--- src/hdl/spq_pkg.sv ---
// Shared types and constants for the sorted priority queue.
// Used by the channel interfaces, the storage, compare and control modules and the checker.
package spq_pkg;

   localparam int CAPACITY_DEFAULT     = 16;
   localparam int PAYLOAD_BITS_DEFAULT = 32;

   localparam int ACTION_W   = 3;
   localparam int PRIORITY_W = 16;
   localparam int PAYLOAD_W  = 32;
   localparam int STATUS_W   = 2;
   localparam int COUNT_W    = 5;

   typedef enum logic [ACTION_W-1:0] {
      ACT_INSERT_SORTED = 3'd0,
      ACT_INSERT_FRONT  = 3'd1,
      ACT_INSERT_BACK   = 3'd2,
      ACT_REMOVE        = 3'd3,
      ACT_PEEK_FRONT    = 3'd4,
      ACT_PEEK_BACK     = 3'd5
   } action_type;

   typedef enum logic [STATUS_W-1:0] {
      STATUS_OK        = 2'd0,
      STATUS_EMPTY     = 2'd1,
      STATUS_NOT_FOUND = 2'd2,
      STATUS_FULL      = 2'd3
   } status_type;

   typedef struct packed {
      logic equal;
      logic follow;
   } cmp_result_type;

endpackage

--- src/hdl/spq_if.sv ---
// Valid/ready channel interfaces for requests, responses and the control register write.
// Depends on spq_pkg for the field widths.
interface spq_req_if;
   import spq_pkg::*;
   logic                  valid;
   logic                  ready;
   logic [ACTION_W-1:0]   action;
   logic [PRIORITY_W-1:0] priority_req;
   logic [PAYLOAD_W-1:0]  payload;
   modport source (output valid, output action, output priority_req, output payload,
                   input ready);
   modport sink (input valid, input action, input priority_req, input payload,
                 output ready);
endinterface

interface spq_rsp_if;
   import spq_pkg::*;
   logic                  valid;
   logic                  ready;
   logic [STATUS_W-1:0]   status;
   logic [PAYLOAD_W-1:0]  out_payload;
   logic [PRIORITY_W-1:0] out_priority;
   logic [COUNT_W-1:0]    count;
   modport source (output valid, output status, output out_payload, output out_priority,
                   output count, input ready);
   modport sink (input valid, input status, input out_payload, input out_priority,
                 input count, output ready);
endinterface

interface spq_csr_if;
   logic valid;
   logic ready;
   logic descending_order;
   modport source (output valid, output descending_order, input ready);
   modport sink (input valid, input descending_order, output ready);
endinterface

--- src/hdl/spq_ram.sv ---
// Entry storage: one write port and one read port with registered read data.
// Depends on spq_pkg for default sizes.
module spq_ram #(
   parameter int  DEPTH  = spq_pkg::CAPACITY_DEFAULT,
   parameter int  WIDTH  = spq_pkg::PRIORITY_W + spq_pkg::PAYLOAD_BITS_DEFAULT,
   localparam int ADDR_W = $clog2(DEPTH)
) (
   input  logic              clock,
   input  logic              wr_en,
   input  logic [ADDR_W-1:0] wr_addr,
   input  logic [WIDTH-1:0]  wr_data,
   input  logic [ADDR_W-1:0] rd_addr,
   output logic [WIDTH-1:0]  rd_data
);
   logic [WIDTH-1:0] mem [DEPTH];
   logic [WIDTH-1:0] rd_data_ff;

   always_ff @(posedge clock) begin
      if (wr_en) begin
         mem[wr_addr] <= wr_data;
      end
      rd_data_ff <= mem[rd_addr];
   end

   assign rd_data = rd_data_ff;
endmodule

--- src/hdl/spq_cmp.sv ---
// Shared priority comparator used for ordered placement and for matching on removal.
// Depends on spq_pkg for the priority width and the result struct.
module spq_cmp (
   input  logic [spq_pkg::PRIORITY_W-1:0] held_pri,
   input  logic [spq_pkg::PRIORITY_W-1:0] key_pri,
   input  logic                           descending,
   output spq_pkg::cmp_result_type        result
);
   import spq_pkg::*;

   always_comb begin
      result.equal  = (held_pri == key_pri);
      result.follow = descending ? (held_pri < key_pri) : (held_pri > key_pri);
   end
endmodule

--- src/hdl/spq_ctrl.sv ---
// Sequencer that walks the entry storage one slot per cycle for inserts and removals.
// Depends on spq_pkg, spq_if, spq_ram and spq_cmp.
module spq_ctrl #(
   parameter int CAPACITY     = spq_pkg::CAPACITY_DEFAULT,
   parameter int PAYLOAD_BITS = spq_pkg::PAYLOAD_BITS_DEFAULT
) (
   input  logic      clock,
   input  logic      reset,
   input  logic      descending,
   spq_req_if.sink   req,
   spq_rsp_if.source rsp
);
   import spq_pkg::*;

   localparam int IDX_W  = $clog2(CAPACITY);
   localparam int CNT_W  = $clog2(CAPACITY + 1);
   localparam int WORD_W = PRIORITY_W + PAYLOAD_BITS;
   localparam logic [CNT_W-1:0] CAP_COUNT = CNT_W'(CAPACITY);

   typedef enum logic [2:0] {
      S_IDLE, S_START, S_INS, S_PUT, S_SRCH, S_SHIFT, S_PEEK, S_DONE
   } state_type;

   state_type                state_ff, state_in;
   action_type               act_ff, act_in;
   logic [PRIORITY_W-1:0]    pri_ff, pri_in;
   logic [PAYLOAD_BITS-1:0]  pay_ff, pay_in;
   logic [CNT_W-1:0]         idx_ff, idx_in;
   logic [CNT_W-1:0]         count_ff, count_in;
   status_type               res_status_ff, res_status_in;
   logic [PAYLOAD_BITS-1:0]  res_pay_ff, res_pay_in;
   logic [PRIORITY_W-1:0]    res_pri_ff, res_pri_in;
   logic                     rsp_valid_ff, rsp_valid_in;
   status_type               rsp_status_ff, rsp_status_in;
   logic [PAYLOAD_W-1:0]     rsp_pay_ff, rsp_pay_in;
   logic [PRIORITY_W-1:0]    rsp_pri_ff, rsp_pri_in;
   logic [COUNT_W-1:0]       rsp_count_ff, rsp_count_in;

   logic                     ram_we;
   logic [IDX_W-1:0]         ram_waddr;
   logic [WORD_W-1:0]        ram_wdata;
   logic [IDX_W-1:0]         ram_raddr;
   logic [WORD_W-1:0]        ram_rdata;
   logic [PRIORITY_W-1:0]    rd_pri;
   logic [PAYLOAD_BITS-1:0]  rd_pay;
   cmp_result_type           cmp;
   logic [CNT_W-1:0]         idx_next;
   logic [CNT_W-1:0]         idx_prev;
   logic [CNT_W-1:0]         idx_prev2;
   logic [CNT_W-1:0]         count_last;
   logic                     at_last;
   logic                     rsp_free;

   spq_ram #(.DEPTH(CAPACITY), .WIDTH(WORD_W)) u_ram (
      .clock   (clock),
      .wr_en   (ram_we),
      .wr_addr (ram_waddr),
      .wr_data (ram_wdata),
      .rd_addr (ram_raddr),
      .rd_data (ram_rdata)
   );

   assign rd_pri = ram_rdata[WORD_W-1 -: PRIORITY_W];
   assign rd_pay = ram_rdata[PAYLOAD_BITS-1:0];

   spq_cmp u_cmp (
      .held_pri   (rd_pri),
      .key_pri    (pri_ff),
      .descending (descending),
      .result     (cmp)
   );

   assign idx_next   = idx_ff + 1'b1;
   assign idx_prev   = idx_ff - 1'b1;
   assign idx_prev2  = idx_ff - 2'd2;
   assign count_last = count_ff - 1'b1;
   assign at_last    = (idx_next == count_ff);
   assign rsp_free   = !rsp_valid_ff || rsp.ready;

   always_comb begin
      state_in      = state_ff;
      act_in        = act_ff;
      pri_in        = pri_ff;
      pay_in        = pay_ff;
      idx_in        = idx_ff;
      count_in      = count_ff;
      res_status_in = res_status_ff;
      res_pay_in    = res_pay_ff;
      res_pri_in    = res_pri_ff;
      rsp_valid_in  = rsp_valid_ff && !rsp.ready;
      rsp_status_in = rsp_status_ff;
      rsp_pay_in    = rsp_pay_ff;
      rsp_pri_in    = rsp_pri_ff;
      rsp_count_in  = rsp_count_ff;
      ram_we        = 1'b0;
      ram_waddr     = idx_ff[IDX_W-1:0];
      ram_wdata     = {pri_ff, pay_ff};
      ram_raddr     = '0;

      case (state_ff)
         S_IDLE: begin
            if (req.valid) begin
               act_in   = action_type'(req.action);
               pri_in   = req.priority_req;
               pay_in   = PAYLOAD_BITS'(req.payload);
               state_in = S_START;
            end
         end
         S_START: begin
            res_status_in = STATUS_OK;
            res_pay_in    = '0;
            res_pri_in    = '0;
            state_in      = S_DONE;
            case (act_ff)
               ACT_INSERT_SORTED, ACT_INSERT_FRONT, ACT_INSERT_BACK: begin
                  if (count_ff == CAP_COUNT) begin
                     res_status_in = STATUS_FULL;
                  end else if (act_ff == ACT_INSERT_BACK || count_ff == '0) begin
                     ram_we    = 1'b1;
                     ram_waddr = count_ff[IDX_W-1:0];
                     count_in  = count_ff + 1'b1;
                  end else begin
                     ram_raddr = count_last[IDX_W-1:0];
                     idx_in    = count_ff;
                     state_in  = S_INS;
                  end
               end
               ACT_REMOVE: begin
                  if (count_ff == '0) begin
                     res_status_in = STATUS_EMPTY;
                  end else begin
                     idx_in   = '0;
                     state_in = S_SRCH;
                  end
               end
               ACT_PEEK_FRONT, ACT_PEEK_BACK: begin
                  if (count_ff == '0) begin
                     res_status_in = STATUS_EMPTY;
                  end else begin
                     ram_raddr = (act_ff == ACT_PEEK_FRONT) ? '0 : count_last[IDX_W-1:0];
                     state_in  = S_PEEK;
                  end
               end
               default: begin
                  res_status_in = STATUS_OK;
               end
            endcase
         end
         S_INS: begin
            if (act_ff == ACT_INSERT_FRONT || cmp.follow) begin
               ram_we    = 1'b1;
               ram_wdata = ram_rdata;
               idx_in    = idx_prev;
               if (idx_prev == '0) begin
                  state_in = S_PUT;
               end else begin
                  ram_raddr = idx_prev2[IDX_W-1:0];
               end
            end else begin
               ram_we   = 1'b1;
               count_in = count_ff + 1'b1;
               state_in = S_DONE;
            end
         end
         S_PUT: begin
            ram_we   = 1'b1;
            count_in = count_ff + 1'b1;
            state_in = S_DONE;
         end
         S_SRCH: begin
            if (cmp.equal) begin
               res_pay_in = rd_pay;
               res_pri_in = rd_pri;
               if (at_last) begin
                  count_in = count_last;
                  state_in = S_DONE;
               end else begin
                  ram_raddr = idx_next[IDX_W-1:0];
                  idx_in    = idx_next;
                  state_in  = S_SHIFT;
               end
            end else if (at_last) begin
               res_status_in = STATUS_NOT_FOUND;
               state_in      = S_DONE;
            end else begin
               ram_raddr = idx_next[IDX_W-1:0];
               idx_in    = idx_next;
            end
         end
         S_SHIFT: begin
            ram_we    = 1'b1;
            ram_waddr = idx_prev[IDX_W-1:0];
            ram_wdata = ram_rdata;
            if (at_last) begin
               count_in = count_last;
               state_in = S_DONE;
            end else begin
               ram_raddr = idx_next[IDX_W-1:0];
               idx_in    = idx_next;
            end
         end
         S_PEEK: begin
            res_pay_in = rd_pay;
            res_pri_in = rd_pri;
            state_in   = S_DONE;
         end
         S_DONE: begin
            if (rsp_free) begin
               rsp_valid_in  = 1'b1;
               rsp_status_in = res_status_ff;
               rsp_pay_in    = PAYLOAD_W'(res_pay_ff);
               rsp_pri_in    = res_pri_ff;
               rsp_count_in  = COUNT_W'(count_ff);
               state_in      = S_IDLE;
            end
         end
         default: begin
            state_in = S_IDLE;
         end
      endcase

      // A remove walks the slots from the front, so its first read is slot zero.
      if (state_ff == S_START && act_ff == ACT_REMOVE) begin
         ram_raddr = '0;
      end
   end

   always_ff @(posedge clock) begin
      if (reset) begin
         state_ff     <= S_IDLE;
         count_ff     <= '0;
         rsp_valid_ff <= 1'b0;
      end else begin
         state_ff     <= state_in;
         count_ff     <= count_in;
         rsp_valid_ff <= rsp_valid_in;
      end
      act_ff        <= act_in;
      pri_ff        <= pri_in;
      pay_ff        <= pay_in;
      idx_ff        <= idx_in;
      res_status_ff <= res_status_in;
      res_pay_ff    <= res_pay_in;
      res_pri_ff    <= res_pri_in;
      rsp_status_ff <= rsp_status_in;
      rsp_pay_ff    <= rsp_pay_in;
      rsp_pri_ff    <= rsp_pri_in;
      rsp_count_ff  <= rsp_count_in;
   end

   assign req.ready        = (state_ff == S_IDLE);
   assign rsp.valid        = rsp_valid_ff;
   assign rsp.status       = rsp_status_ff;
   assign rsp.out_payload  = rsp_pay_ff;
   assign rsp.out_priority = rsp_pri_ff;
   assign rsp.count        = rsp_count_ff;
endmodule

--- src/hdl/sorted_priority_queue_unit.sv ---
// Sorted priority queue: top level with the order control register and the sequencer.
// Depends on spq_pkg, spq_if and spq_ctrl.
//
// Requests arrive on req (action, priority_req, payload) and each gives exactly one
// response on rsp (status, out_payload, out_priority, count). The csr channel writes
// the descending_order bit; it is always ready, and the user must write it only while
// the queue is idle; the block itself does not enforce this. Entries sit in a memory of
// CAPACITY slots with slot zero at the front. An insert or a removal walks the memory
// one slot per cycle through a single read and write port, shifting entries as it
// goes. Only one request is in work at a time; req.ready is high only while the
// sequencer is idle and rises together with the response, so the next request can be
// taken while that response is presented.
// The response sits in an output register. While the receiver stalls, a new request
// can already be taken, but a request that finishes while that register is still full
// waits in the sequencer with req.ready low. Reset empties the queue, clears a pending
// response and selects ascending order; the memory is not cleared.
module sorted_priority_queue_unit #(
   parameter int CAPACITY     = spq_pkg::CAPACITY_DEFAULT,
   parameter int PAYLOAD_BITS = spq_pkg::PAYLOAD_BITS_DEFAULT
) (
   input  logic      clock,
   input  logic      reset,
   spq_req_if.sink   req,
   spq_rsp_if.source rsp,
   spq_csr_if.sink   csr
);
   import spq_pkg::*;

   logic descending_ff, descending_in;

   always_comb begin
      descending_in = descending_ff;
      if (csr.valid) begin
         descending_in = csr.descending_order;
      end
   end

   always_ff @(posedge clock) begin
      if (reset) begin
         descending_ff <= 1'b0;
      end else begin
         descending_ff <= descending_in;
      end
   end

   assign csr.ready = 1'b1;

   spq_ctrl #(.CAPACITY(CAPACITY), .PAYLOAD_BITS(PAYLOAD_BITS)) u_ctrl (
      .clock      (clock),
      .reset      (reset),
      .descending (descending_ff),
      .req        (req),
      .rsp        (rsp)
   );
endmodule

--- src/flat_wrapper.sv ---
// flat-port wrapper written by rule: the top's interface ports become plain ports
module sorted_priority_queue_unit_flat import spq_pkg::*;
#(
   parameter int CAPACITY     = spq_pkg::CAPACITY_DEFAULT,
   parameter int PAYLOAD_BITS = spq_pkg::PAYLOAD_BITS_DEFAULT
)
  (clock, reset, req_valid, req_action, req_priority_req, req_payload, req_ready, rsp_valid, rsp_status, rsp_out_payload, rsp_out_priority, rsp_count, rsp_ready, csr_valid, csr_descending_order, csr_ready);
  spq_req_if req_i ();
  spq_rsp_if rsp_i ();
  spq_csr_if csr_i ();
  input  logic clock;
  input  logic reset;
  input wire logic [$bits(req_i.valid)-1:0] req_valid;
  input wire logic [$bits(req_i.action)-1:0] req_action;
  input wire logic [$bits(req_i.priority_req)-1:0] req_priority_req;
  input wire logic [$bits(req_i.payload)-1:0] req_payload;
  output wire logic [$bits(req_i.ready)-1:0] req_ready;
  output wire logic [$bits(rsp_i.valid)-1:0] rsp_valid;
  output wire logic [$bits(rsp_i.status)-1:0] rsp_status;
  output wire logic [$bits(rsp_i.out_payload)-1:0] rsp_out_payload;
  output wire logic [$bits(rsp_i.out_priority)-1:0] rsp_out_priority;
  output wire logic [$bits(rsp_i.count)-1:0] rsp_count;
  input wire logic [$bits(rsp_i.ready)-1:0] rsp_ready;
  input wire logic [$bits(csr_i.valid)-1:0] csr_valid;
  input wire logic [$bits(csr_i.descending_order)-1:0] csr_descending_order;
  output wire logic [$bits(csr_i.ready)-1:0] csr_ready;
  assign req_i.valid = req_valid;
  assign req_i.action = req_action;
  assign req_i.priority_req = req_priority_req;
  assign req_i.payload = req_payload;
  assign req_ready = req_i.ready;
  assign rsp_valid = rsp_i.valid;
  assign rsp_status = rsp_i.status;
  assign rsp_out_payload = rsp_i.out_payload;
  assign rsp_out_priority = rsp_i.out_priority;
  assign rsp_count = rsp_i.count;
  assign rsp_i.ready = rsp_ready;
  assign csr_i.valid = csr_valid;
  assign csr_i.descending_order = csr_descending_order;
  assign csr_ready = csr_i.ready;
  sorted_priority_queue_unit #(.CAPACITY(CAPACITY), .PAYLOAD_BITS(PAYLOAD_BITS)) u_core (.clock(clock), .reset(reset), .req(req_i), .rsp(rsp_i), .csr(csr_i));
endmodule
--- config.mk ---
export PLATFORM = sky130hd
export DESIGN_NAME = sorted_priority_queue_unit_flat
export DESIGN_NICKNAME = d
export VERILOG_FILES = /design/src/hdl/spq_pkg.sv /design/src/hdl/spq_if.sv /design/src/hdl/spq_ram.sv /design/src/hdl/spq_cmp.sv /design/src/hdl/spq_ctrl.sv /design/src/hdl/sorted_priority_queue_unit.sv /design/src/flat_wrapper.sv
export SDC_FILE = /design/constraint.sdc
export NUM_CORES = 1
export LEC_CHECK = 0
export ABC_CLOCK_PERIOD_IN_PS = 13200
export BUFFER_PORTS_ARGS = -buffer_cell sky130_fd_sc_hd__clkbuf_2
export CORE_UTILIZATION = 60
export CTS_CLUSTER_DIAMETER = 200
export CTS_CLUSTER_SIZE = 16
export DETAILED_ROUTE_END_ITERATION = 8
export PLACE_DENSITY = 0.77
export REMOVE_ABC_BUFFERS = 1
export SYNTH_ARGS = -nofsm -noshare
export SYNTH_HDL_FRONTEND = slang
export SYNTH_SLANG_ARGS = --single-unit
--- constraint.sdc ---
create_clock -name clock -period 13.2 [get_ports clock]
set_clock_uncertainty 0.15 [all_clocks]
set_input_delay 1.32 -clock clock [delete_from_list [all_inputs] [get_ports clock]]
set_output_delay 1.32 -clock clock [all_outputs]
set_load 0.05 [all_outputs]
# Word-level counts from Yosys, hierarchy flattened
# Memories as Yosys holds them, arrays and structs flattened. A register that Yosys moved wholly into a read port is not among the register bits.
# Cells that the tools add are included.
[totals]
ff_bits = 171
ramBits = 768
out_inout_bits = 58
wordCells = 144
mem_count = 1
[mem_list]
columns = ["name", "words", "width", "rd", "rd_clocked_by_memory_dff", "wr", "line_no", "rtl"]
rows = [
  ["u_core.u_ctrl.u_ram.mem", 16, 48, 1, 1, 1, "spq_ram.sv:15", "logic [WIDTH-1:0] mem [DEPTH];"],
]
[op_classes]
n_addsub = 5
n_lt_le_gt_ge = 2
n_eq_ne = 31
muxes = 62
n_reduce_logical = 28
[op_table]
columns = ["op", "n"]
rows = [
  ["$pmux 32 s3", 1],
  ["$pmux 48 s2", 1],
  ["$mux 5", 11],
  ["$mux 48", 1],
  ["$pmux 16 s3", 1],
  ["$mux 4", 11],
  ["$mux 32", 1],
  ["$pmux 5 s5", 1],
  ["$mux 3", 8],
  ["$pmux 3 s7", 1],
  ["$ne 2x2->1 const B", 10],
  ["$eq 3x3->1 const B", 6],
  ["$eq 16x16->1", 1],
  ["$gt 16x16->1", 1],
  ["$lt 16x16->1", 1],
  ["$mux 16", 1],
  ["$pmux 4 s2", 2],
  ["$pmux 5 s3", 1],
  ["$eq 3x2->1 const B", 4],
  ["$ne 3x3->1 const B", 4],
  ["$pmux 4 s3", 1],
  ["$add 5x1->5 const B", 2],
  ["$logic_not 5->1", 2],
  ["$mux 1", 10],
  ["25 further kinds", 45],
]

# Logic depth before layout (Yosys ltp)
[depth]
word_depth = 8
mapped_depth = 16

# Modules after synthesis
# A second synthesis with hierarchy kept.
[hier_totals]
cells_unflattened = 1785
hier_area_um2 = 37501.0
[by_module_without_submodules]
columns = ["mod", "n_inst", "cells_per_inst", "area_per_inst_um2", "seq_area_each_um2"]
rows = [
  ["spq_ram", 1, 1242, 29694.7, 24023.0],
  ["spq_ctrl", 1, 481, 7345.8, 5014.8],
  ["spq_cmp", 1, 57, 415.4, 0.0],
  ["sorted_priority_queue_unit", 1, 5, 45.0, 20.0],
]

# Worst setup path before layout
# No wires, ideal clock.
[synth_path]
path_type = "register -> register"
startpoint = "register u_core.u_ctrl.count_ff[0]"
endpoint = "memory u_core.u_ctrl.u_ram.mem[13][0] (netlist bit) (enable)"
arrival_time_ns = 3.998
required_time_ns = 12.596
setup_slack_ns = 8.599
path_stages_with_launch = 11
path_cell_list = "dfxtp_1 -> inv_1 -> ha_1 -> and2_1 -> clkbuf_1 -> o211ai_1 -> a22oi_1 -> o21ai_0 -> nor2b_1 -> nand2_1 -> nor2_1"
[synth_between]
elab_chain_cells = 8
elab_cells_between_ends = 13
cone_classes = "1 x eq/ne; 10 x mux; 2 x reduce/logical"
[synth_rtl]
columns = ["item", "line_no", "rtl"]
rows = [
  ["start, declared", "spq_ctrl.sv:29", "logic [CNT_W-1:0] count_ff, count_in;"],
  ["start signal, assigned", "spq_ctrl.sv:235", "count_ff <= count_in;"],
  ["$logic_not 5->1", "spq_ctrl.sv:118", "end else if (act_ff == ACT_INSERT_BACK || count_ff == '0) begin"],
  ["$logic_or 1x1->1", "spq_ctrl.sv:118", ""],
  ["$mux 1", "spq_ctrl.sv:118", ""],
  ["$mux 1", "spq_ctrl.sv:116", "if (count_ff == CAP_COUNT) begin"],
  ["$mux 1", "spq_ctrl.sv:114", "case (act_ff)"],
  ["$pmux 1 s2", "spq_ctrl.sv:100", "case (state_ff)"],
  ["$mux 1", "spq_ram.sv:19", "if (wr_en) begin"],
  ["$mux 1 (not written as such)", "spq_ram.sv:20", "mem[wr_addr] <= wr_data;"],
  ["end, declared", "spq_ram.sv:15", ""],
]
# Several ways; a longest one is shown, not always the timed one.

# Final worst setup path
[layout_path]
startpoint = "register u_core.u_ctrl.idx_ff[2]"
endpoint = "register u_core.u_ctrl.u_ram.rd_data_ff[38], in the netlist u_core.u_ctrl.u_ram.rd_data[38] (read register of u_core.u_ctrl.u_ram.mem)"
[layout_between]
elab_chain_cells = 6
elab_cells_between_ends = 10
cone_classes = "3 x add/sub; 1 x eq/ne; 5 x mux; 1 x reduce/logical"
[layout_rtl]
columns = ["item", "line_no", "rtl"]
rows = [
  ["start, declared", "spq_ctrl.sv:28", "logic [CNT_W-1:0] idx_ff, idx_in;"],
  ["start signal, assigned", "spq_ctrl.sv:241", "idx_ff <= idx_in;"],
  ["$sub 5x1->5", "spq_ctrl.sv:74", "assign idx_prev = idx_ff - 1'b1;"],
  ["$logic_not 5->1", "spq_ctrl.sv:154", "if (idx_prev == '0) begin"],
  ["$mux 4", "spq_ctrl.sv:154", ""],
  ["$mux 4", "spq_ctrl.sv:150", "if (act_ff == ACT_INSERT_FRONT || cmp.follow) begin"],
  ["$pmux 4 s3 *", "spq_ctrl.sv:100", ""],
  ["$mux 4 *", "spq_ctrl.sv:223", "if (state_ff == S_START && act_ff == ACT_REMOVE) begin"],
  ["end, declared", "spq_ram.sv:16", "logic [WIDTH-1:0] rd_data_ff;"],
]
# Every way passes the cells marked *; elsewhere a longest branch is shown, timed or not.
# A chain may end at the register's enable or synchronous reset.

==> results.tsv <==
stage	metric	value	unit
status	status	complete, no violations	
clocking	post_cts_resized	0	
setup_path	endpoint	u_core.u_ctrl.u_ram.rd_data[38]	
placement	dp_hpwl	44600	um
synthesis	synth_common_cells	929 x edfxtp_1, 240 x nand2_1, 193 x mux2i_1, 144 x and3_1, 121 x o21ai_0	
floorplanning	rows	92	
sta	period_needed	6.31	ns
clocking	cts_tree	built	
clocking	numCtsBuffers	71	
finish	syn_to_final_growth	9.19	%
sta	tightest_slew	1.33	ns
synthesis	seq_area_frac_synth	75.6	%
power	ir_drop	0.196	mV
synthesis	yosys_most_used_dff	edfxtp_1	
floorplanning	ios	115	
setup_path	timing.rr.end	u_core.u_ctrl.u_ram.rd_data[38]	
synthesis	yosysTopAreaCell	edfxtp_1	
power	p_leak	0.0155	uW
clocking	cts_max_path_buffers	3	
sta	max_freq	159	MHz
clocking	root_buffer	clkbuf_16	
finish	antenna_cells	0	
hold_path	hp-class	flip-flop to flip-flop	
synthesis	syn_area	38500	um^2
setup_path	critPathKind	flip-flop to flip-flop	
setup_path	r2r-start	u_core.u_ctrl.idx_ff[2]	
drt	vias	22500	
setup_path	endpoint_kind	flip-flop	
global_route	grt_pass1_vias	22200	
global_route	grt_max_degree	71	
placement	port_buffers	113	
sta	setup-tns-final	0	ns
setup_path	crit_fanout	70	
synthesis	synth.most_common_cell	edfxtp_1	
sta	finalMaxSlewViolations	0	
clocking	hold_buffers	0	
floorplanning	core_area	63200	um^2
global_route	grt_usage	28.4	%
setup_path	startpoint_type	flip-flop	
power	power.density	243	nW/um^2
clocking	cts-htree-levels	3	
drt	drt_wl_total	91200	um
placement	gp_congestion	0.927	
synthesis	synth_cell_types	68	
clocking	clock_sinks	987	
synthesis	synth_seq_cells	987	
sta	setup_viol	0	
global_route	grt_pass1_wl	135000	um
synthesis	synthTopCellsByArea	edfxtp_1 73%, mux2i_1 5.0%, dfxtp_1 3.0%	
global_route	grt-ovfl-total	0	
sta	min_period_over_period	47.8	%
floorplanning	fp.dieW	255	um
drt	first_pass_iters	6	
sta	rsz0062_at_grt	no	
setup_path	worstPathArrival	6.65	ns
synthesis	synth_edf_count	929	
synthesis	netlist_instances	2462	
clocking	cts.clk_slew.worst_paths	0.07	ns
drt	routed_via_density	6.55	
sta	finalHoldViolCount	0	
flow_run	maxCapViolations	0	
floorplanning	die_h	255	um
setup_path	reg2reg_depth	14	
drt	drtIter0Drc	2709	
synthesis	yosys_warnings	0	
clocking	cts_setup_buffers	0	
drt	antenna_left	0	
finish	fin_nets	2615	
synthesis	synth_top_area_share	72.5	%
clocking	clk_latency	0.62	ns
finish	drive_gt1_share	12.3	%
sta	relSlewSlack	10.9	%
setup_path	cp-startpoint	u_core.u_ctrl.idx_ff[2]	
power	power	10200	uW
drt	post-route-drc-count	0	
setup_path	required	13.54	ns
setup_path	r2r_slack	6.89	ns
floorplanning	dieArea	65100	um^2
finish	num-fill-cells	4175	
drt	post_drt_wl_per_cell	26.6	um
floorplanning	initial_core_util	60.9	%
synthesis	avgSynthCellArea	15.6	um^2
synthesis	async_flop_share	0	%
global_route	antenna_found_initial	1	
==> routing by layer <==
layer  GRT usage [%]  part of all wire [%]  up-vias  wire length [um]
met5               0                0.0099        -                 9
met4            10.8                   3.2        2              2900
met3            5.19                    10      210              9260
met2            45.8                    48     1345             43500
met1            38.7                    39    11200             35500
li1                -                     -     9700                 -
==> state kept, by name, indices dropped and copies added (netlist names), 5 cells and up <==
register	cells
u_core.u_ctrl.idx_ff	5
u_core.u_ctrl.res_pay_ff	32
u_core.u_ctrl.res_pri_ff	16
u_core.u_ctrl.rsp.count	5
u_core.u_ctrl.pay_ff	32
u_core.u_ctrl.count_ff	5
u_core.u_ctrl.rsp.out_priority	16
u_core.u_ctrl.rsp.out_payload	32
u_core.u_ctrl.u_ram.rd_data	48
u_core.u_ctrl.pri_ff	16
u_core.u_ctrl.u_ram.mem	768
==> area by class of cell <==
type | instances | area, um^2 | area share [%]
clock inverter | 4 | 41.3 | 0.0983
inverter | 27 | 101 | 0.241
timing repair buffer | 163 | 941 | 2.24
sequential | 987 | 29100 | 69.2
tap | 846 | 1060 | 2.52
multi-input combinational | 1284 | 8770 | 20.9
clock buffer | 119 | 2020 | 4.81
==> cell families after synthesis <==
logic type      count (synthesis)  synth area share (%)
simple gates                  571                  7.16
xor+xnor                       21                 0.517
fa+ha+maj                      24                 0.781
buf+inv                       191                  2.23
other cells                     1               0.00975
mux                           226                  5.99
flops                         987                  75.6
compound gates                441                  7.77
==> through the flow <==
step	hold WS [ns]	instance area, um^2	utilization (%)	setup WS [ns]	cells
floorplan	0.250	37700	-	6.54	2298
global placement	0.251	39900	63.2	7.28	3307
detailed placement	0.255	39900	63.2	7.00	3307
CTS	0.267	42000	66.5	6.98	3430
global route	0.274	42000	66.5	6.65	3430
finish	0.267	42000	66.5	6.89	3430
==> layout by cell type (no fill, tap or decap), drive strengths merged, types with 3 or more instances in the layout <==
cell type  synthesis  final
nor3               7      7
ha                24     24
nand2            241    241
nand3            104    104
a31oi             49     49
a311oi            48     48
mux2              33     33
a2bb2oi            3      3
inv               27     29
nor2              49     49
a21oi             24     24
clkbuf            96    232
xnor2             12     12
o211ai             4      4
mux2i            193    193
and3             144    144
dfxtp             58     58
a211oi             5      5
nand2b             5      5
o21a               7      7
o22ai            102    102
o41ai              3      3
xor2               8      8
a22oi              4      4
and2               3      3
nor2b              3      3
a211o             49     49
nand4              7      7
o21ai            123    123
buf               68     50
edfxtp           929    929
==> worst min-delay path by stage <==
stage / startpoint / slack, ns / endpoint / cells after the start
CTS: u_core.u_ctrl.res_pay_ff[28] / 0.27 / u_core.u_ctrl.rsp.out_payload[28] / 0
global route: u_core.u_ctrl.res_pay_ff[28] / 0.27 / u_core.u_ctrl.rsp.out_payload[28] / 0
detailed placement: u_core.u_ctrl.res_pay_ff[0] / 0.25 / u_core.u_ctrl.rsp.out_payload[0] / 0
global placement: u_core.u_ctrl.res_pay_ff[28] / 0.25 / u_core.u_ctrl.rsp.out_payload[28] / 0
floorplan: u_core.u_ctrl.res_pay_ff[0] / 0.25 / u_core.u_ctrl.rsp.out_payload[0] / 0
finish: u_core.u_ctrl.res_pri_ff[1] / 0.27 / u_core.u_ctrl.rsp.out_priority[1] / 0
==> critical path: stages, from the launching register on <==
cell,delay [ns]
edfxtp_1,0.56
inv_1,0.17
ha_1,0.24
a21boi_1,0.14
xor2_1,0.20
nor4b_2,0.66
nor3_1,0.20
o21a_2,0.17
buf_4,0.29
nor2_8,0.62
buf_4,0.98
buf_4,0.92
mux2i_1,0.27
o22ai_1,0.11
a211o_1,0.31
==> where the power goes <==
part	internal [uW]	switching, uW	total [uW]
Clock	1050	998	2050
Sequential	4430	214	4650
Combinational	1120	2420	3530
Total	6600	3630	10200
(Power assumes the default switching activity.)
